File: config.mk
export PLATFORM = sky130hd
export DESIGN_NAME = actuator_bus_frame_builder
export DESIGN_NICKNAME = d
export VERILOG_FILES = /design/src/hdl/abfb_pkg.sv /design/src/hdl/abfb_serializer.sv /design/src/hdl/actuator_bus_frame_builder.sv
export VERILOG_INCLUDE_DIRS = /design/src /design/src/hdl
export SDC_FILE = /design/constraint.sdc
export NUM_CORES = 1
export LEC_CHECK = 0
export BUFFER_PORTS_ARGS = -buffer_cell sky130_fd_sc_hd__buf_2
export CAP_MARGIN = 40
export CORE_MARGIN = 1
export CORE_UTILIZATION = 55
export CTS_BUF_LIST = sky130_fd_sc_hd__clkbuf_4
export CTS_CLUSTER_DIAMETER = 40
export DETAILED_ROUTE_END_ITERATION = 16
export GPL_ROUTABILITY_DRIVEN = 0
export PLACE_DENSITY = 0.84
export SYNTH_ARGS = -nofsm -noshare
export SYNTH_HDL_FRONTEND = slang
export SYNTH_SLANG_ARGS = --single-unit
export TNS_END_PERCENT = 30
File: constraint.sdc
create_clock -name aclk -period 3 [get_ports aclk]
set_input_delay 0.15 -clock aclk [delete_from_list [all_inputs] [get_ports aclk]]
set_output_delay 0.15 -clock aclk [all_outputs]
set_load 0.03 [all_outputs]
File: src/hdl/assert_macros.svh
// Assertion helpers shared by the frame builder modules.
// They expect a clock named aclk and an active-low reset named aresetn.
`ifndef ASSERT_MACROS_SVH
`define ASSERT_MACROS_SVH

// Property checked at every rising edge of aclk outside of reset.
`define ABFB_ASSERT(lbl, prop, msg) \
    lbl: assert property (@(posedge aclk) disable iff (!aresetn) (prop)) else $error(msg);

// Condition that must never be true outside of reset.
`define ABFB_NEVER(lbl, cond, msg) \
    `ABFB_ASSERT(lbl, !(cond), msg)

`endif

File: src/hdl/abfb_pkg.sv
package abfb_pkg;

    // Input item tdata: motor_index, wheel_speed, kick_enable, chip_kick, kick_strength.
    localparam int TDATA_IN_W  = 56;
    localparam int TDATA_OUT_W = 8;
    localparam int BODY_W      = 56;
    localparam int POS_W       = 4;

    localparam logic MODE_MOTOR = 1'b0;
    localparam logic MODE_KICK  = 1'b1;

    localparam logic [7:0] SYNC_FIRST    = 8'hFA;
    localparam logic [7:0] SYNC_SECOND   = 8'hAF;
    localparam logic [7:0] MOTOR_BASE_ID = 8'h10;
    localparam logic [7:0] KICK_ID       = 8'h20;
    localparam logic [7:0] MOTOR_ADDR    = 8'h00;
    localparam logic [7:0] STRAIGHT_ADDR = 8'h01;
    localparam logic [7:0] CHIP_ADDR     = 8'h02;
    localparam logic [7:0] MOTOR_LEN     = 8'h04;
    localparam logic [7:0] KICK_LEN      = 8'h02;
    localparam logic [7:0] POWER_MAX     = 8'd11;

    localparam logic [POS_W-1:0] POS_SYNC_FIRST  = 4'd0;
    localparam logic [POS_W-1:0] POS_SYNC_SECOND = 4'd1;
    localparam logic [POS_W-1:0] MOTOR_LAST_POS  = 4'd9;
    localparam logic [POS_W-1:0] KICK_LAST_POS   = 4'd7;

    typedef struct packed {
        logic        mode;
        logic [1:0]  motor_index;
        logic [31:0] wheel_speed;
        logic [7:0]  kick_enable;
        logic        chip_kick;
        logic [7:0]  kick_strength;
    } cmd_t;

    typedef struct packed {
        logic       busy;
        logic       last;
        logic [7:0] tx_byte;
    } ser_status_t;

endpackage

File: src/hdl/abfb_serializer.sv
`include "assert_macros.svh"

module abfb_serializer
    import abfb_pkg::*;
(
    input  logic        aclk,
    input  logic        aresetn,
    input  logic        load,
    input  cmd_t        cmd,
    input  logic        step,
    output ser_status_t status
);

    logic              busy_reg,    busy_next;
    logic [POS_W-1:0]  pos_reg,     pos_next;
    logic [POS_W-1:0]  last_pos_reg, last_pos_next;
    logic [7:0]        parity_reg,  parity_next;
    logic [BODY_W-1:0] shift_reg,   shift_next;

    logic [BODY_W-1:0] load_body;
    logic [7:0]        enable_sat;
    logic [7:0]        power_sat;
    logic              is_last;
    logic              is_body;
    logic [7:0]        cur_byte;

    // Frame body from the id byte on, lowest byte sent first.
    always_comb begin
        enable_sat = (cmd.kick_enable != 8'd0) ? 8'd1 : 8'd0;
        power_sat  = (cmd.kick_strength > POWER_MAX) ? POWER_MAX : cmd.kick_strength;
        if (cmd.mode == MODE_MOTOR) begin
            load_body = {cmd.wheel_speed, MOTOR_LEN, MOTOR_ADDR,
                         MOTOR_BASE_ID + {6'd0, cmd.motor_index}};
        end else begin
            load_body = {16'd0, power_sat, enable_sat, KICK_LEN,
                         cmd.chip_kick ? CHIP_ADDR : STRAIGHT_ADDR, KICK_ID};
        end
    end

    always_comb begin
        is_last = (pos_reg == last_pos_reg);
        is_body = (pos_reg != POS_SYNC_FIRST) && (pos_reg != POS_SYNC_SECOND) && !is_last;
        case (pos_reg)
            POS_SYNC_FIRST:  cur_byte = SYNC_FIRST;
            POS_SYNC_SECOND: cur_byte = SYNC_SECOND;
            default:         cur_byte = is_last ? parity_reg : shift_reg[7:0];
        endcase
    end

    always_comb begin
        busy_next     = busy_reg;
        pos_next      = pos_reg;
        last_pos_next = last_pos_reg;
        parity_next   = parity_reg;
        shift_next    = shift_reg;
        if (load) begin
            busy_next     = 1'b1;
            pos_next      = POS_SYNC_FIRST;
            last_pos_next = (cmd.mode == MODE_MOTOR) ? MOTOR_LAST_POS : KICK_LAST_POS;
            parity_next   = 8'd0;
            shift_next    = load_body;
        end else if (step && busy_reg) begin
            pos_next = pos_reg + 4'd1;
            if (is_body) begin
                parity_next = parity_reg ^ shift_reg[7:0];
                shift_next  = {8'd0, shift_reg[BODY_W-1:8]};
            end
            if (is_last) begin
                busy_next = 1'b0;
            end
        end
    end

    always_ff @(posedge aclk) begin
        if (!aresetn) begin
            busy_reg <= 1'b0;
            pos_reg  <= POS_SYNC_FIRST;
        end else begin
            busy_reg <= busy_next;
            pos_reg  <= pos_next;
        end
        last_pos_reg <= last_pos_next;
        parity_reg   <= parity_next;
        shift_reg    <= shift_next;
    end

    assign status.busy    = busy_reg;
    assign status.last    = busy_reg && is_last;
    assign status.tx_byte = cur_byte;

    `ABFB_ASSERT(a_pos_in_frame, busy_reg |-> (pos_reg <= last_pos_reg), "position past frame end")
    `ABFB_ASSERT(a_last_ends_frame, (step && status.last && !load) |=> !busy_reg, "no frame end")
    `ABFB_NEVER(a_load_while_busy, load && busy_reg, "command loaded during a frame")

endmodule

File: src/hdl/actuator_bus_frame_builder.sv
// Actuator bus frame builder. Each accepted command item becomes one serial
// bus frame, sent as one result item per byte on the m_ side: the sync bytes
// 0xFA 0xAF, device id, register address, payload length, the payload and
// an XOR parity byte over id, address, length and payload, with m_tlast high
// on the parity byte. A motor command (s_tuser low) gives a ten-byte frame
// carrying the signed rpm low byte first; a kick command (s_tuser high) gives
// an eight-byte frame with enable saturated to 1 and power saturated to 11.
// The serializer produces one byte per cycle while the output register can
// take it, shifting a 56-bit body register down one byte at a time; m_tready
// low while the output register is full holds the serializer back. The
// accepted command is loaded into the serializer before its first sync byte.
// Commands are handled one at a time: the next item can be taken in the
// cycle after the parity byte moves into the output register, while that
// byte may still wait to be taken.

`include "assert_macros.svh"

module actuator_bus_frame_builder
    import abfb_pkg::*;
(
    input  logic                   aclk,
    input  logic                   aresetn,
    input  logic                   s_tvalid,
    output logic                   s_tready,
    // Bits from lowest: motor_index[1:0], wheel_speed[33:2], kick_enable[41:34],
    // chip_kick[42], kick_strength[50:43], zero fill[55:51].
    input  logic [TDATA_IN_W-1:0]  s_tdata,
    // Bits from lowest: mode.
    input  logic                   s_tuser,
    output logic                   m_tvalid,
    input  logic                   m_tready,
    // Bits from lowest: tx_byte[7:0].
    output logic [TDATA_OUT_W-1:0] m_tdata,
    output logic                   m_tlast
);

    cmd_t        cmd;
    ser_status_t ser_status;
    logic        s_accept;
    logic        out_free;
    logic        ser_step;
    logic        sync_ready;

    logic                   m_tvalid_reg, m_tvalid_next;
    logic [TDATA_OUT_W-1:0] m_tdata_reg,  m_tdata_next;
    logic                   m_tlast_reg,  m_tlast_next;

    // Unpack the command item.
    assign cmd.mode          = s_tuser;
    assign cmd.motor_index   = s_tdata[1:0];
    assign cmd.wheel_speed   = s_tdata[33:2];
    assign cmd.kick_enable   = s_tdata[41:34];
    assign cmd.chip_kick     = s_tdata[42];
    assign cmd.kick_strength = s_tdata[50:43];

    // The serializer takes a new command only when it holds no frame.
    assign s_tready = !ser_status.busy;
    assign s_accept = s_tvalid && s_tready;

    // A byte moves into the output register when it is empty or being drained.
    assign out_free = !m_tvalid_reg || m_tready;
    assign ser_step = ser_status.busy && out_free;

    abfb_serializer u_ser (
        .aclk    (aclk),
        .aresetn (aresetn),
        .load    (s_accept),
        .cmd     (cmd),
        .step    (ser_step),
        .status  (ser_status)
    );

    always_comb begin
        m_tvalid_next = m_tvalid_reg;
        m_tdata_next  = m_tdata_reg;
        m_tlast_next  = m_tlast_reg;
        if (ser_step) begin
            m_tvalid_next = 1'b1;
            m_tdata_next  = ser_status.tx_byte;
            m_tlast_next  = ser_status.last;
        end else if (m_tready) begin
            m_tvalid_next = 1'b0;
        end
    end

    always_ff @(posedge aclk) begin
        if (!aresetn) begin
            m_tvalid_reg <= 1'b0;
        end else begin
            m_tvalid_reg <= m_tvalid_next;
        end
        m_tdata_reg <= m_tdata_next;
        m_tlast_reg <= m_tlast_next;
    end

    assign m_tvalid = m_tvalid_reg;
    assign m_tdata  = m_tdata_reg;
    assign m_tlast  = m_tlast_reg;

    assign sync_ready = ser_status.busy && (ser_status.tx_byte == SYNC_FIRST);

    // Every accepted command starts its frame with the first sync byte.
    `ABFB_ASSERT(a_frame_starts_sync, s_accept |=> sync_ready, "frame does not start with sync")
    // The parity flag is only raised while a frame is in progress.
    `ABFB_NEVER(a_last_only_busy, ser_status.last && !ser_status.busy, "last byte flagged while idle")
    // An output byte is overwritten only when the previous one was taken.
    `ABFB_ASSERT(a_no_overwrite, (m_tvalid && !m_tready) |-> !ser_step, "output byte overwritten")

endmodule
; Word level (Yosys, flattened, before mapping)
; Index checks and enable logic that the tools add are counted.
[word_totals]
register_bits = 83
input_bits = 61
out_inout_bits = 11
elab_cells = 52
[classes]
addsub = 2
mux = 15
bitwise_logic = 2
magnitude_cmp = 1
eq_ne = 3
reduce_logical = 21
[ops]
columns = operator, count
row1 = 2-to-1 mux 56 bit, 4
row2 = 2-to-1 mux 8 bit, 2
row3 = case mux 8 bit (2 select lines), 1
row4 = > comparator 8 x 4 -> 1 bit (second input constant), 1
row5 = nonzero test 2 bit, 4
row6 = nonzero test 8 bit, 1
row7 = XOR 8 bit, 1
row8 = adder 5 x 2 -> 6 bit (first input constant), 1
row9 = logical AND 1 bit, 6
row10 = 2-to-1 mux 1 bit, 6
row11 = AND reduction 2 bit, 3
row12 = adder 4 x 1 -> 4 bit (second input constant), 1
row13 = equality test 4 x 1 -> 1 bit (second input constant), 1
row14 = equality test 4 bit, 1
row15 = zero test 4 bit, 1
row16 = 2-to-1 mux 4 bit, 1
row17 = != test 4 x 1 -> 1 bit (second input constant), 1
row18 = nonzero test 4 bit, 1
row19 = zero test 1 bit, 3
row20 = 2-to-1 mux 2 bit, 1
row21 = OR reduction 2 bit, 1
row22 = logical OR 1 bit, 1
row23 = NOT 1 bit, 1

; Longest topological paths before layout
; Gate-level depths: netlist (run 1).
[depth]
depth_word = 6
ltp_mapped = 7
mapped_depth_nobuf = 6

; Cells and area by module
; A second synthesis (run 1) with hierarchy kept.
[hier_totals]
cells_unflattened = 271
area_unflattened_um2 = 3532.1
[modules_own_cells]
columns = module, seq_area_each_um2, n_inst, area_per_inst_um2, cells_each
row1 = abfb_serializer, 2001.9, 1, 3211.8, 256
row2 = actuator_bus_frame_builder, 290.3, 1, 320.3, 15

; Worst setup path after synthesis (run 1)
; Ideal clock, no wire load.
[synth_timing]
kind = register to register
from = register u_ser.pos_reg[0]
to = register u_ser.shift_reg[0], enable pin
required_time_ns = 2.585
slack_ns = 0.187
path_stages_with_launch = 8
arrival_ns = 2.398
n_path_buf = 1
setup_ns = 0.415
cell_sequence = dfxtp_1 > inv_1 > ha_1 > nor2_1 > o311a_2 > buf_2 > nand2_1 > nand2_1
[synth_between]
elab_chain_cells = 5
word_cells_on_any_way = 8
[synth_lines]
columns = element, line
row1 = start: declaration, abfb_serializer.sv:15  ; logic [POS_W-1:0] pos_reg, pos_next;
row2 = start signal: assignment, abfb_serializer.sv:80  ; pos_reg <= pos_next;
row3 = "!= test 4 x 1 -> 1 bit, or another cell as far along", abfb_serializer.sv:42  ; is_body = (pos_reg != POS_SYNC_FIRST) && (pos_reg != POS_SYNC_SECOND) && !is_last;
row4 = logical AND 1 bit / zero test 1 bit (equally long branches), abfb_serializer.sv:42
row5 = logical AND 1 bit *, abfb_serializer.sv:42
row6 = nonzero test 2 bit (no source line) *, -
row7 = AND reduction 2 bit (no source line) *, -
row8 = end signal: assignment, abfb_serializer.sv:84  ; shift_reg <= shift_next;
row9 = end: declaration, abfb_serializer.sv:18  ; logic [BODY_W-1:0] shift_reg, shift_next;
; Every way passes the cells marked *; elsewhere a longest branch is shown, timed or not.
; A chain may end at the register's enable or synchronous reset.

; Final worst setup path (run 1)
[layout_timing]
from = register u_ser.pos_reg[0]
to = register u_ser.shift_reg[37], enable pin
; The elaborated chain is that of the path after synthesis.

==> impl.org, run 1 <==
** Final layout
- At the end of the flow the core is filled with cells to 68.9%.
- Share of final-layout standard cells stronger than drive strength 1 :: 28.5%
- In the final design database the tool counted 403 nets.
- Area growth from synthesis to layout :: 20.2%
- Diodes inserted :: 0
- Non-Filler Cell Area, Final :: 0.00413 mm^2
- The register with the most flip-flops in the layout has 56 of them.

** Drt
- The detail route stage leaves a number of antenna-violating nets equal to 0.
- For this run, the detailed router's first-pass iteration total came to 4.
- Initial DRC Count :: 104
- For this run, design rule violations remaining after detail routing come to 0.
- Avg Vias per Cell :: 5.38
- Via total after detailed routing :: 2254
- Total wire length :: 5.74 mm
- After detailed routing, the average wire length per cell comes to 13.7 um.

** Die
- Area inside the core boundary :: 0.00599 mm^2
- The die is 81.1 um wide.
- Pin placement for this block handled 72 I/O pins.
- The initial utilization of the core area, before any placement, comes to 57.4%.
- Row generation in the floorplan step produced 28 rows.
- Vertical die dimension :: 81.1 um
- The die covers 0.00657 mm^2.

** Yosys
- Register area share after synthesis :: 66.7%
- Synthesis Warnings :: 0
- Net count after synthesis :: 321
- The cell area that synthesis handed to floorplanning was 0.00344 mm^2.
- Mapped Cells :: 257
- Post-synthesis sequential element count :: 81
- Avg Cell Area, Syn :: 13.4 um^2
- Number of different library cells in the post-synthesis netlist :: 35

** Power and ir drop
- Static leakage :: 0.00173 uW
- Dividing total power by cell area gives a power density of 557 mW/mm^2.
- VDD sags by at most 0.437 mV.

** Timing
- Clock skew on the completed layout was measured at 11.6 ps.
- After layout, the worst path uses 68.9% of the clock period.
- Setup total negative slack on the finished layout was measured at 0 ps.
- The routed design could run at a clock period as short as 2070 ps.
- Unrepaired setup endpoints after global routing :: false
- Setup violations remaining at the end of the flow were counted as 0.
- Peak clock frequency supported by timing :: 484 MHz
- Final hold violation count :: 0
- Number of slew-limit violations in the final report :: 0
- The worst pin sits at a relative slew slack of 69.2%.
- For the pin with the worst max-slew slack, the measured transition is 461 ps.

** Critical path
- The setup path with the least slack is of type flop to flop.
- Capture point of the worst reg-to-reg path :: u_ser.shift_reg[37]$_DFFE_PP_
- Data on the critical path arrives at its endpoint at 2160 ps.
- Top fanout value on the critical path :: 56
- Launch point of the worst path :: u_ser.pos_reg[0]$_SDFFE_PP0P_
- Path depth of the worst reg2reg path :: 7
- The worst register-to-register path begins at u_ser.pos_reg[0]$_SDFFE_PP0P_.
- Worst Setup End Kind :: flop
- The worst register-to-register path has a setup slack of 930 ps.
- Crit start category :: flop
- CP required :: 3090 ps

** Global route
- Total Routing Usage GR :: 19.5%
- Entering global routing, the biggest net connects 57 pins.
- Remaining Overflow, GRT :: 0
- Global-route wire length before repair :: 9.50 mm
- Number of antenna violations at the first check in global routing :: 0
- The number of global-route vias before repair came to 2271.

** Clock network
- Clock tree synthesis selected as its root buffer the cell sky130_fd_sc_hd__clkbuf_4.
- Num CTS Buffers :: 9
- TritonCTS clock tree :: built
- Count of H-tree levels built during CTS :: 3
- Clock-pin slew was measured on the worst setup and hold paths at 120 ps.
- Counting every sink on the clock net gives 81.
- The clock passes through at most 2 buffers.
- Resized cells post-CTS :: 0
- Source-to-sink clock delay at the later pin of the worst-skew pair :: 410 ps

** Run status
- The run finished with clean final reports.

** Placement
- During placement, the flow inserted port buffers numbering 66.
- DP HPWL :: 3.78 mm
- Area after DPL :: 0.00385 mm^2

** Hold path
- Beginning of the worst hold path :: s_tdata[8]
- The worst hold path terminates at u_ser.shift_reg[30]$_DFFE_PP_.
- In this run the worst hold path is classified as primary input to flop.
- The worst hold path passes through 2 cells.

** Flow run
- The tool flagged a number of max-cap violations equal to 0.
what timing repair did:
| item | in CTS | in global routing |
|---|---|---|
| buffers inserted | 0 | 0 |
| hold buffers | 11 | 1 |
| endpoints found under the hold margin | 12 | 1 |
how the worst max path moves through the flow:
stage                                                    to  slack (ps)  cells after the start
after detailed placement      u_ser.shift_reg[39]$_DFFE_PP_         940                      7
after global routing          u_ser.shift_reg[37]$_DFFE_PP_         780                      7
after CTS                      u_ser.shift_reg[8]$_DFFE_PP_         930                      7
after global placement    u_ser.shift_reg[55]$_SDFFCE_PP0P_        1010                      7
after floorplan                u_ser.shift_reg[0]$_DFFE_PP_         190                      7
final                         u_ser.shift_reg[37]$_DFFE_PP_         930                      7
worst max-delay path, cell delays in order (launching register included):
cell	delay (ps)
sky130_fd_sc_hd__dfxtp_1	460
sky130_fd_sc_hd__inv_1	120
sky130_fd_sc_hd__ha_1	250
sky130_fd_sc_hd__nor2_1	110
sky130_fd_sc_hd__o311a_2	300
sky130_fd_sc_hd__nand2_1	100
sky130_fd_sc_hd__nand2_2	100
sky130_fd_sc_hd__buf_12	290
metrics by stage:
step	power, uW	hold WS, ps	instances	setup slack (ps)
6_report	2300	27.9	419	933
5_1_grt	2400	1.63	419	780
4_1_cts	2320	0.0115	418	930
3_5_place_dp	1630	439	391	944
3_3_place_gp	1610	421	391	1010
2_1_floorplan	1540	249	257	187
Yosys cell counts:
cell type / count / area [um^2]
sky130_fd_sc_hd__dfxtp_1: 14 / 280
sky130_fd_sc_hd__o22ai_1: 2 / 12.5
sky130_fd_sc_hd__and3_1: 8 / 50.1
sky130_fd_sc_hd__nand2b_1: 3 / 18.8
sky130_fd_sc_hd__o211ai_4: 1 / 21.3
sky130_fd_sc_hd__nand3_1: 9 / 45.0
sky130_fd_sc_hd__nor2b_1: 18 / 113
sky130_fd_sc_hd__buf_8: 1 / 15.0
sky130_fd_sc_hd__nor4_1: 2 / 12.5
sky130_fd_sc_hd__xor2_1: 1 / 8.76
sky130_fd_sc_hd__and3_2: 1 / 7.51
sky130_fd_sc_hd__edfxtp_1: 67 / 2010
sky130_fd_sc_hd__a211oi_1: 1 / 7.51
sky130_fd_sc_hd__buf_2: 9 / 45.0
sky130_fd_sc_hd__a22o_1: 21 / 184
sky130_fd_sc_hd__o21ai_0: 9 / 45.0
sky130_fd_sc_hd__a21oi_1: 3 / 15.0
sky130_fd_sc_hd__nand2_1: 27 / 101
sky130_fd_sc_hd__o221a_2: 1 / 11.3
sky130_fd_sc_hd__ha_1: 3 / 37.5
sky130_fd_sc_hd__a31oi_1: 1 / 6.26
sky130_fd_sc_hd__nand3_2: 3 / 30.0
sky130_fd_sc_hd__a21o_1: 4 / 30.0
sky130_fd_sc_hd__inv_1: 6 / 22.5
sky130_fd_sc_hd__clkbuf_1: 3 / 11.3
sky130_fd_sc_hd__nor3_1: 1 / 5.00
sky130_fd_sc_hd__a21boi_0: 1 / 7.51
sky130_fd_sc_hd__o311a_2: 1 / 11.3
sky130_fd_sc_hd__or4_1: 1 / 7.51
sky130_fd_sc_hd__mux2i_1: 16 / 160
sky130_fd_sc_hd__nor2_1: 12 / 45.0
sky130_fd_sc_hd__xnor2_1: 3 / 26.3
sky130_fd_sc_hd__o31ai_1: 1 / 7.51
sky130_fd_sc_hd__and2_1: 2 / 12.5
sky130_fd_sc_hd__and3_4: 1 / 11.3
power breakdown:
| group | internal [uW] | total [uW] | switching (uW) | leakage [uW] |
|---|---|---|---|---|
| combinational | 115 | 252 | 137 | 0.000893 |
| sequential | 1330 | 1360 | 30.4 | 0.000752 |
| clock | 343 | 691 | 347 | 0.0000862 |
| total | 1780 | 2300 | 515 | 0.00173 |
cells in the final DEF (no fill, tap or decap), types with 4 or more instances in the layout:
master	synthesis	routed
sky130_fd_sc_hd__nand2_1	27	26
sky130_fd_sc_hd__clkbuf_4	0	10
sky130_fd_sc_hd__nor2_1	12	11
sky130_fd_sc_hd__edfxtp_1	67	67
sky130_fd_sc_hd__dlygate4sd3_1	0	12
sky130_fd_sc_hd__o21ai_0	9	9
sky130_fd_sc_hd__nor2b_1	18	18
sky130_fd_sc_hd__and3_1	8	8
sky130_fd_sc_hd__buf_2	9	66
sky130_fd_sc_hd__a21o_1	4	4
sky130_fd_sc_hd__mux2i_1	16	16
sky130_fd_sc_hd__dfxtp_1	14	14
sky130_fd_sc_hd__nand3_1	9	9
sky130_fd_sc_hd__buf_4	0	5
sky130_fd_sc_hd__a22o_1	21	21
sky130_fd_sc_hd__inv_1	6	6
logic make-up after synthesis:
family | count (synthesis) | synth area share, %
DFF | 81 | 66.7
and+or+nand+nor | 88 | 13.4
xor gates and xnor gates | 4 | 1.02
AOI/OAI and AO/OA | 46 | 10.4
muxes | 16 | 4.66
buffers and inverters | 19 | 2.73
adders and majority gates | 3 | 1.09
metal layers:
layer | routed length (um) | up-vias | GRT usage [%]
li1 | - | 1120 | -
met1 | 2280 | 1074 | 20.2
met2 | 3190 | 58 | 36.3
met3 | 256 | 2 | 6.74
met4 | 15 | 0 | 6.79
met5 | 0 | - | 0
layout make-up:
cell class / instances / area, um^2
Clock inverter: 6 / 82.6
Multi-Input combinational cell: 157 / 1060
Sequential cell: 81 / 2290
Clock buffer: 10 / 75.1
Tap cell: 75 / 93.8
Inverter: 6 / 22.5
Timing Repair Buffer: 84 / 508
Fill cell: 420 / 1860
Note: power is estimated with default switching activity, not from simulation.
==> run 2, diff against run 1 <==
--- a/config.mk
+++ b/config.mk
@@ -6,15 +6,16 @@
 export SDC_FILE = /design/constraint.sdc
 export NUM_CORES = 1
 export LEC_CHECK = 0
+export ABC_AREA = 1
 export BUFFER_PORTS_ARGS = -buffer_cell sky130_fd_sc_hd__buf_2
 export CAP_MARGIN = 40
 export CORE_MARGIN = 1
-export CORE_UTILIZATION = 55
+export CORE_UTILIZATION = 51
 export CTS_BUF_LIST = sky130_fd_sc_hd__clkbuf_4
 export CTS_CLUSTER_DIAMETER = 40
 export DETAILED_ROUTE_END_ITERATION = 16
 export GPL_ROUTABILITY_DRIVEN = 0
-export PLACE_DENSITY = 0.84
+export PLACE_DENSITY = 0.82
 export SYNTH_ARGS = -nofsm -noshare
 export SYNTH_HDL_FRONTEND = slang
 export SYNTH_SLANG_ARGS = --single-unit
==> constraint.sdc (replaced) <==
create_clock -name aclk -period 1.9 [get_ports aclk]
set_input_delay 0.095 -clock aclk [delete_from_list [all_inputs] [get_ports aclk]]
set_output_delay 0.095 -clock aclk [all_outputs]
set_load 0.03 [all_outputs]
==> run 2 against run 1 <==
Effect of this change: first-iteration DRC count up 15%; global-route usage up 1.3 points; setup slack worse by 830 ps; core utilization down 0.62 points; sequential share of layout area down 6.1 points; critical endpoint is now u_ser.shift_reg[21]$_SDFFCE_PP0P_; largest cell class unchanged; largest power group unchanged.
==> impl.org, run 2 <==
** Die
- The overall die width was 85.7 um (+5.8%).
- Die Footprint :: 0.00735 mm^2 (+12%)
- The number of rows created at floorplan came to 30 (+7.1%).
- Initial standard-cell utilization of the core :: 52.6% (-4.8 points)
- The placeable core area was 0.00679 mm^2 (+13%).
- Vertical die dimension :: 85.7 um (+5.8%)
- The number of ports placed on the die boundary was 72 (unchanged).

** Critical path
- The critical path's largest stage delay came to 400 ps (-60 ps).
- The largest individual stage delay along the critical path comes from the cell sky130_fd_sc_hd__dfxtp_1.
- Cells traversed along the worst timing path :: inv_1 > ha_1 > o21ai_4 > nand2_2 > inv_2 > nand2_4 > nand2_8 > buf_12
- Worst Setup End Kind :: flop
- Crit start category :: flop
- Setup slack on the worst flop-to-flop path :: 100 ps (-830 ps)
- Top fanout value on the critical path :: 17 (-70%)
- The critical path data arrival time came to 1930 ps (-230 ps).
- Type of the setup path with the least slack :: flop to flop
- The required time of the critical path is 2030 ps (-1060 ps).

** Flow run
- The number of max-cap violations is 0 (unchanged).

** Final layout
- The cell area after layout was 0.00464 mm^2 (+12%).
- The number of diodes added for antenna fixing is 0 (unchanged).
- In the layout the commonest cells are sky130_fd_sc_hd__edfxtp_1 (67), sky130_fd_sc_hd__buf_2 (66), sky130_fd_sc_hd__nand2_1 (60).
- Relative to the synthesized area, the layout overhead comes to 29.9%.
- Share of final-layout standard cells stronger than drive strength 1 :: 24.4% (-4.1 points)
- The combined flip-flop and latch cell area came to 0.00229 mm^2 (about the same).
- The fill cell total of the finished layout is 501 (+19%).
- Largest register FFs :: 56 (unchanged)
- Nets :: 514 (+28%)
- The total area of multi-input combinational cells is 0.00105 mm^2 (-0.59%).
- Most common cell after layout, fill and taps aside :: sky130_fd_sc_hd__edfxtp_1
- Number of standard cells in the final layout excluding fillers :: 551 (+32%)

** Global route
- The overall routing resource usage came to 20.8% (+1.3 points).
- The maximum number of pins on one net before global-route repair is 29 (-49%).
- Remaining Overflow, GRT :: 0 (unchanged)
- The initial antenna violation count came to 0 (unchanged).
- The number of global-route vias before repair was 2647 (+17%).
- Global-route wire length before repair :: 11.6 mm (+22%)

** Clock network
- Num CTS Buffers :: 9 (unchanged)
- The number of sinks driven by the clock tree is 81 (unchanged).
- The clock-pin slew on the worst setup and hold paths is 120 ps (about the same).
- The H-tree depth reported by CTS is 3 (unchanged).
- Post-CTS setup-driven buffer insertion count :: 0 (unchanged)
- Clock tree synthesis selected as its root buffer the cell sky130_fd_sc_hd__clkbuf_4.
- CTS Buffer Depth :: 2 (unchanged)
- The clock network latency to the later pin of the worst-skew pair is 430 ps (+20 ps).
- TritonCTS clock tree :: built

** Drt
- The average routed wire per standard cell is 12.8 um (-6.4%).
- Via total after detailed routing :: 2723 (+21%)
- Avg Vias per Cell :: 4.94 (-8.1%)
- The number of search-and-repair iterations in the first detailed-routing pass is 4 (unchanged).
- DRC Markers :: 0 (unchanged)
- Post-DRT Antenna Nets :: 0 (unchanged)
- Total wire length :: 7.07 mm (+23%)
- The number of DRC markers after the initial detailed-route iteration was 120 (+15%).

** Power and ir drop
- The fraction of power consumed by the clock network is 29.1% (-0.9 points).
- Internal power :: 2890 uW (+62%)
- The power spent charging and discharging nets came to 904 uW (+76%).
- The standby leakage power came to 0.00202 uW (+17%).
- The maximum VDD drop is 0.512 mV (+17%).
- The relative contribution of combinational cells to total power was 14.0% (+3.0 points).
- The ratio of total power to cell area is 818 mW/mm^2 (+47%).
- The portion of total power attributed to sequential cells came to 56.9% (-2.1 points).
- Switching share of power :: 23.8% (+1.4 points)

** Timing
- Final hold violation count :: 0 (unchanged)
- The transition time at the pin with the least slew margin came to 491 ps (+29.9 ps).
- The setup total negative slack was 0 ps (unchanged).
- The minimum clock period was 1800 ps (-270 ps).
- The final period utilization is 94.6% (+26 points).
- Final number of setup-violating endpoints :: 0 (unchanged)
- Maximum clock skew at final layout :: 18.8 ps (+7.15 ps)
- Peak clock frequency supported by timing :: 556 MHz (+15%)
- The relative slew slack is 67.2% (-2.0 points).
- Unrepaired setup endpoints after global routing :: false
- The worst hold margin was 24.6 ps (-3.31 ps).
- The number of max-slew violations in the final report came to 0 (unchanged).

** Yosys
- The share of the yosys chip area belonging to registers was 64.1% (-2.6 points).
- The synthesized area per cell came to 10.7 um^2 (-20%).
- Count of flip-flops with a built-in enable after synthesis :: 67 (unchanged)
- sky130_fd_sc_hd__edfxtp_1 takes more of the synthesized area than any other cell.
- Ranking of synthesized cells by area :: sky130_fd_sc_hd__edfxtp_1 (56%), sky130_fd_sc_hd__dfxtp_1 (7.8%), sky130_fd_sc_hd__nand2_1 (6.4%), sky130_fd_sc_hd__a22o_1 (5.4%), sky130_fd_sc_hd__inv_1 (4.7%)
- Post-synthesis sequential element count :: 81 (unchanged)
- Primary FF master, synth :: sky130_fd_sc_hd__edfxtp_1
- Most numerous cell in the Yosys netlist :: sky130_fd_sc_hd__edfxtp_1
- Mapped Cells :: 335 (+30%)
- Commonest cells in the netlist :: sky130_fd_sc_hd__edfxtp_1 (67), sky130_fd_sc_hd__nand2_1 (61), sky130_fd_sc_hd__inv_1 (45)
- The proportion of synthesized flip-flops having asynchronous set or reset is 0% (unchanged).
- Synthesis Warnings :: 0 (unchanged)
- Net count after synthesis :: 399 (+24%)
- Portion of synthesized cell area occupied by the leading cell type :: 56.3% (-2.3 points)
- The number of library cell types mapped by synthesis is 26 (-26%).
- Post-synthesis instance area :: 0.00357 mm^2 (+4.0%)

** Run status
- Run status :: complete, no violations

** Placement
- The number of cells in the design after placement was 496 (+27%).
- The number of I/O port buffers is 66 (unchanged).
- DP HPWL :: 4.33 mm (+14%)
- The placed instance area was 0.00409 mm^2 (+6.2%).

** Hold path
- Kind of path behind the tightest hold check :: primary input to flop
==> run 2: changes by cell type after synthesis, sizes merged, moves of 3 or more <==
cell    delta
a21o       -4
a21oi     +11
and3      -10
inv       +44
mux2i     -16
nand2     +40
nand2b     -3
nand3      +7
nor2      +36
nor2b     -18
xnor2      -3
xor2       +7
==> run 2: path summary, 6_finish.rpt <==
check / start / depth (start not counted) / to
setup / recovery: u_ser.pos_reg[1]$_SDFFE_PP0P_ / 8 / u_ser.shift_reg[21]$_SDFFCE_PP0P_
hold / removal: s_tdata[43] / 5 / u_ser.shift_reg[32]$_DFFE_PP_
setup reg to reg: u_ser.pos_reg[1]$_SDFFE_PP0P_ / 8 / u_ser.shift_reg[21]$_SDFFCE_PP0P_
hold reg to reg: u_ser.parity_reg[1]$_SDFFE_PP0P_ / 2 / u_ser.parity_reg[1]$_SDFFE_PP0P_
==> run 2: critical path: cells and delay by family (launching register included) <==
kind,cells,cell delay [ps]
flip-flops,1,400
AND/OR/NAND/NOR,3,340
AO/OA/AOI/OAI,1,170
adder cells (fa/ha/maj),1,240
buffers and inverters,3,360
==> run 2: timing repair <==
item                       4_1_cts  5_1_grt
hold buffers                    38        1
setup endpoints to repair        0       23
hold endpoints to repair        40        1
resized for setup                0        1
==> run 2: cells by family (layout without fill, tap and decap cells) <==
kind of cell             count (synthesis)  in the layout  share of synthesized area (%)
AND/OR/NAND/NOR                        135            135                           16.2
flip-flops                              81             81                           64.1
buffers and inverters                   61            181                           7.04
AO/OA/AOI/OAI                           47             47                           9.66
XOR/XNOR                                 8              8                           1.96
adder cells (fa/ha/maj)                  3              3                           1.05
==> run 2: final cells by class <==
| type | count | area share (%) |
|---|---|---|
| Inverter | 50 | 4.04 |
| Timing Repair Buffer | 115 | 18.0 |
| Multi-Input combinational cell | 193 | 22.6 |
| Clock buffer | 10 | 1.62 |
| Tap cell | 96 | 2.59 |
| Sequential cell | 81 | 49.4 |
| Clock inverter | 6 | 1.78 |
==> run 2: per-layer routing <==
metal	global-route usage, %	wire length (um)	up-vias
met5	0	0	-
met4	3.64	34	0
met3	6.83	413	4
met2	40.4	3970	108
met1	22.0	2650	1261
li1	-	-	1350
==> run 2: power groups by stage <==
stage               registers, uW  logic (uW)  clock network [uW]
floorplan                    2210         276                   0
global placement             2190         448                   0
detailed placement           2200         465                   0
CTS                          2160         526                1120
global route                 2170         588                1200
finish                       2160         532                1110
==> run 2: through the flow <==
step           total power [uW]  utilization, %  setup WS [ps]
3_3_place_gp               2640            60.2            138
3_5_place_dp               2660            60.2           87.1
2_1_floorplan              2490               -           41.2
6_report                   3800            68.3            103
4_1_cts                    3810            68.2           79.1
5_1_grt                    3970            68.3           1.72
==> run 3, diff against run 2 <==
--- a/config.mk
+++ b/config.mk
@@ -9,6 +9,7 @@
 export ABC_AREA = 1
 export BUFFER_PORTS_ARGS = -buffer_cell sky130_fd_sc_hd__buf_2
 export CAP_MARGIN = 40
+export CORE_ASPECT_RATIO = 1.5
 export CORE_MARGIN = 1
 export CORE_UTILIZATION = 51
 export CTS_BUF_LIST = sky130_fd_sc_hd__clkbuf_4
==> run 3 against run 2 <==
Effect of this change: sequential share of layout area rose by 0.78 points; via count fell by 1.4%; first-iteration DRC count rose by 24%; cell count fell by 3.3%; critical path depth fell by 1; clock power fell by 9.9%; total power fell by 3.2%; global-route usage rose by 0.68 points; sequential power barely moved; core utilization fell by 1.2 points; final area fell by 1.6%; largest power group unchanged.
==> impl.org, run 3 (synthesis results as in run 2) <==
** Clock network
- TritonCTS built the clock tree.
- The number of sinks driven by the clock tree came to 81 (unchanged).
- The post-CTS repair timing setup buffer count came to 0 (unchanged).
- Source-to-sink clock delay at the later pin of the worst-skew pair :: 420 ps (about the same)
- Count of H-tree levels built during CTS :: 3 (unchanged)
- The CTS buffer count is 9 (unchanged).
- In this run the clock root is driven by a sky130_fd_sc_hd__clkbuf_4.
- The clock-pin slew on the worst setup and hold paths was 130 ps (about the same).
- CTS Buffer Depth :: 2 (unchanged)

** Global route
- Number of global-route vias before repair :: 2803 (+5.9%)
- The initial antenna violation count is 1 (+1).
- Remaining Overflow, GRT :: 0 (unchanged)
- The overall routing resource usage came to 21.5% (+0.68 points).
- Global-route wire length before repair :: 12.0 mm (+3.8%)
- Pin count of the biggest net entering global routing :: 57 (+97%)

** Critical path
- Worst Setup End Kind :: flop
- The critical path is of the flop to flop type.
- Data arrival, critical path :: 1860 ps (-70 ps)
- The largest fanout on the critical path came to 28 (+11).
- Setup slack on the worst flop-to-flop path :: 150 ps (+50 ps)
- Path depth of the worst reg2reg path :: 7 (-1)
- CP required :: 2010 ps (-20 ps)
- The worst register-to-register path begins at u_ser.pos_reg[0]$_SDFFE_PP0P_.
- Capture point of the worst reg-to-reg path :: u_ser.shift_reg[17]$_DFFE_PP_
- STA classifies the critical path startpoint as a flop.

** Die
- Vertical die dimension :: 105 um (+22%)
- The placeable core area is 0.00681 mm^2 (+0.17%).
- The overall die width came to 70.4 um (-18%).
- Number of top-level pins :: 72 (unchanged)
- Site row count :: 37 (+23%)
- Initial standard-cell utilization of the core :: 52.5% (-0.087 points)
- Die Footprint :: 0.00735 mm^2 (about the same)

** Hold path
- The path with the worst hold slack has its endpoint at u_ser.shift_reg[8]$_DFFE_PP_.
- Kind of path behind the tightest hold check :: primary input to flop
- The worst hold path begins at s_tdata[42].
- Hold Path Stages :: 2 (-3)

** Placement
- DP HPWL :: 4.41 mm (+1.8%)
- The number of I/O port buffers came to 66 (unchanged).

** Final layout
- Multi-input combinational cell area :: 0.00107 mm^2 (+1.9%)
- The flip-flop count of the largest register, all copies and words added is 56 (unchanged).
- The library cell used most frequently in the layout, excluding fill and tap cells, is sky130_fd_sc_hd__edfxtp_1.
- Fill cell count :: 498 (-0.60%)
- Leading cell types in the layout, fill and taps excluded :: sky130_fd_sc_hd__edfxtp_1 (67), sky130_fd_sc_hd__buf_2 (66), sky130_fd_sc_hd__nand2_1 (60)
- Share of final-layout standard cells stronger than drive strength 1 :: 24.2% (-0.17 points)
- Post-layout utilization of the core :: 67.1% (-1.2 points)
- Footprint of the flip-flops and latches :: 0.00229 mm^2 (about the same)
- The final-stage net count came to 513 (-0.19%).
- Area growth from synthesis to layout :: 27.8%

** Power and ir drop
- Maximum ir drop on the vdd rail :: 0.545 mV (+6.4%)
- Static leakage :: 0.00198 uW (-2.2%)
- Power per unit of standard cell area :: 805 mW/mm^2 (-1.6%)

** Timing
- Peak clock frequency supported by timing :: 573 MHz (+2.9%)
- Pin slew with the least headroom to its limit :: 482 ps (-8.98 ps)
- The maximum clock skew at final layout is 14.7 ps (-4.11 ps).
- Setup tns final :: 0 ps (unchanged)
- The minimum clock period came to 1750 ps (-50.6 ps).
- The total setup violations reported at the end of the flow came to 0 (unchanged).
- Setup repair after global routing left no endpoint under its margin.
- Final cycle utilization of the critical path :: 91.9% (-2.7 points)
- Worst slew margin relative to its limit :: 67.8% (+0.60 points)
- Worst hold slack :: 26.8 ps (+2.23 ps)
- Number of slew-limit violations in the final report :: 0 (unchanged)
- The hold violation total from the final report came to 0 (unchanged).

** Drt
- Avg Vias per Cell :: 5.04 (+1.9%)
- Routed wirelength normalized by instance count :: 14.3 um (+11%)
- DRC Markers :: 0 (unchanged)
- Post-DRT Antenna Nets :: 0 (unchanged)
- Total wire length :: 7.61 mm (+7.6%)
- The number of DRC markers after the initial detailed-route iteration came to 149 (+24%).
- Router iterations before antenna repair :: 4 (unchanged)
- Via total after detailed routing :: 2684 (-1.4%)

** Flow run
- Reported max-cap violation count :: 0 (unchanged)

** Run status
- Run status :: complete, no violations
[run 3: cell types whose count changed in the layout (fill, tap and decap cells not counted), moves of 2 or more]
cell                         change
sky130_fd_sc_hd__clkinvlp_4      +5
sky130_fd_sc_hd__buf_4           +2
sky130_fd_sc_hd__buf_12          -3
sky130_fd_sc_hd__clkinv_2        -2
[run 3: what timing repair did]
item                                    CTS  global route
resized for setup                         0             1
hold buffers                             38             0
endpoints found under the hold margin    38             0
endpoints found under the setup margin    0            56
[run 3: where the power goes]
group          leakage, uW  total [uW]  internal [uW]  switching (uW)
combinational      0.00116         518            231             287
sequential        0.000761        2160           2100            57.6
clock            0.0000578        1000            395             605
[run 3: worst max path at each step]
stage	startpoint	depth (start not counted)	end	slack, ps
2_1_floorplan	u_ser.pos_reg[0]$_SDFFE_PP0P_	7	u_ser.shift_reg[0]$_DFFE_PP_	40
6_report	u_ser.pos_reg[0]$_SDFFE_PP0P_	7	u_ser.shift_reg[17]$_DFFE_PP_	150
4_1_cts	u_ser.pos_reg[0]$_SDFFE_PP0P_	7	u_ser.shift_reg[50]$_SDFFCE_PP0P_	40
5_1_grt	u_ser.pos_reg[0]$_SDFFE_PP0P_	7	u_ser.shift_reg[40]$_DFFE_PP_	30
3_5_place_dp	u_ser.pos_reg[0]$_SDFFE_PP0P_	7	u_ser.shift_reg[45]$_DFFE_PP_	60
3_3_place_gp	u_ser.pos_reg[0]$_SDFFE_PP0P_	7	u_ser.shift_reg[53]$_SDFFCE_PP0P_	120
[run 3: layout make-up]
class / count / share of cell area, %
Multi-Input combinational cell: 194 / 23.4
Antenna cell: 1 / 0.0548
Sequential cell: 81 / 50.2
Timing Repair Buffer: 113 / 17.0
Clock buffer: 9 / 1.48
Inverter: 50 / 4.11
Clock inverter: 7 / 1.56
Tap cell: 78 / 2.14
[run 3: critical path: stages, from the launching register on]
cell and delay (ps):
sky130_fd_sc_hd__dfxtp_1 460, sky130_fd_sc_hd__inv_1 90, sky130_fd_sc_hd__ha_1 240, sky130_fd_sc_hd__o21ai_4 170, sky130_fd_sc_hd__nand2_2 60, sky130_fd_sc_hd__inv_2 70
sky130_fd_sc_hd__nand2_4 100, sky130_fd_sc_hd__nand2_8 220
[run 3: per-layer routing]
metal  share of wire [%]  global-route usage (%)  routed length (um)
met5                   0                       0                   0
met4                 2.7                    10.7                 202
met3                 4.1                    4.24                 311
met2                  57                    40.7                4300
met1                  37                    21.5                2790
[run 3: per-stage QoR]
step                instance area (um^2)  power, uW  instances  setup slack [ps]
finish                              4570       3680        533               154
global placement                    4030       2610        477               123
global route                        4570       3830        533              29.2
floorplan                           3590       2490        335              41.2
CTS                                 4540       3680        531              35.5
detailed placement                  4030       2640        477              60.9
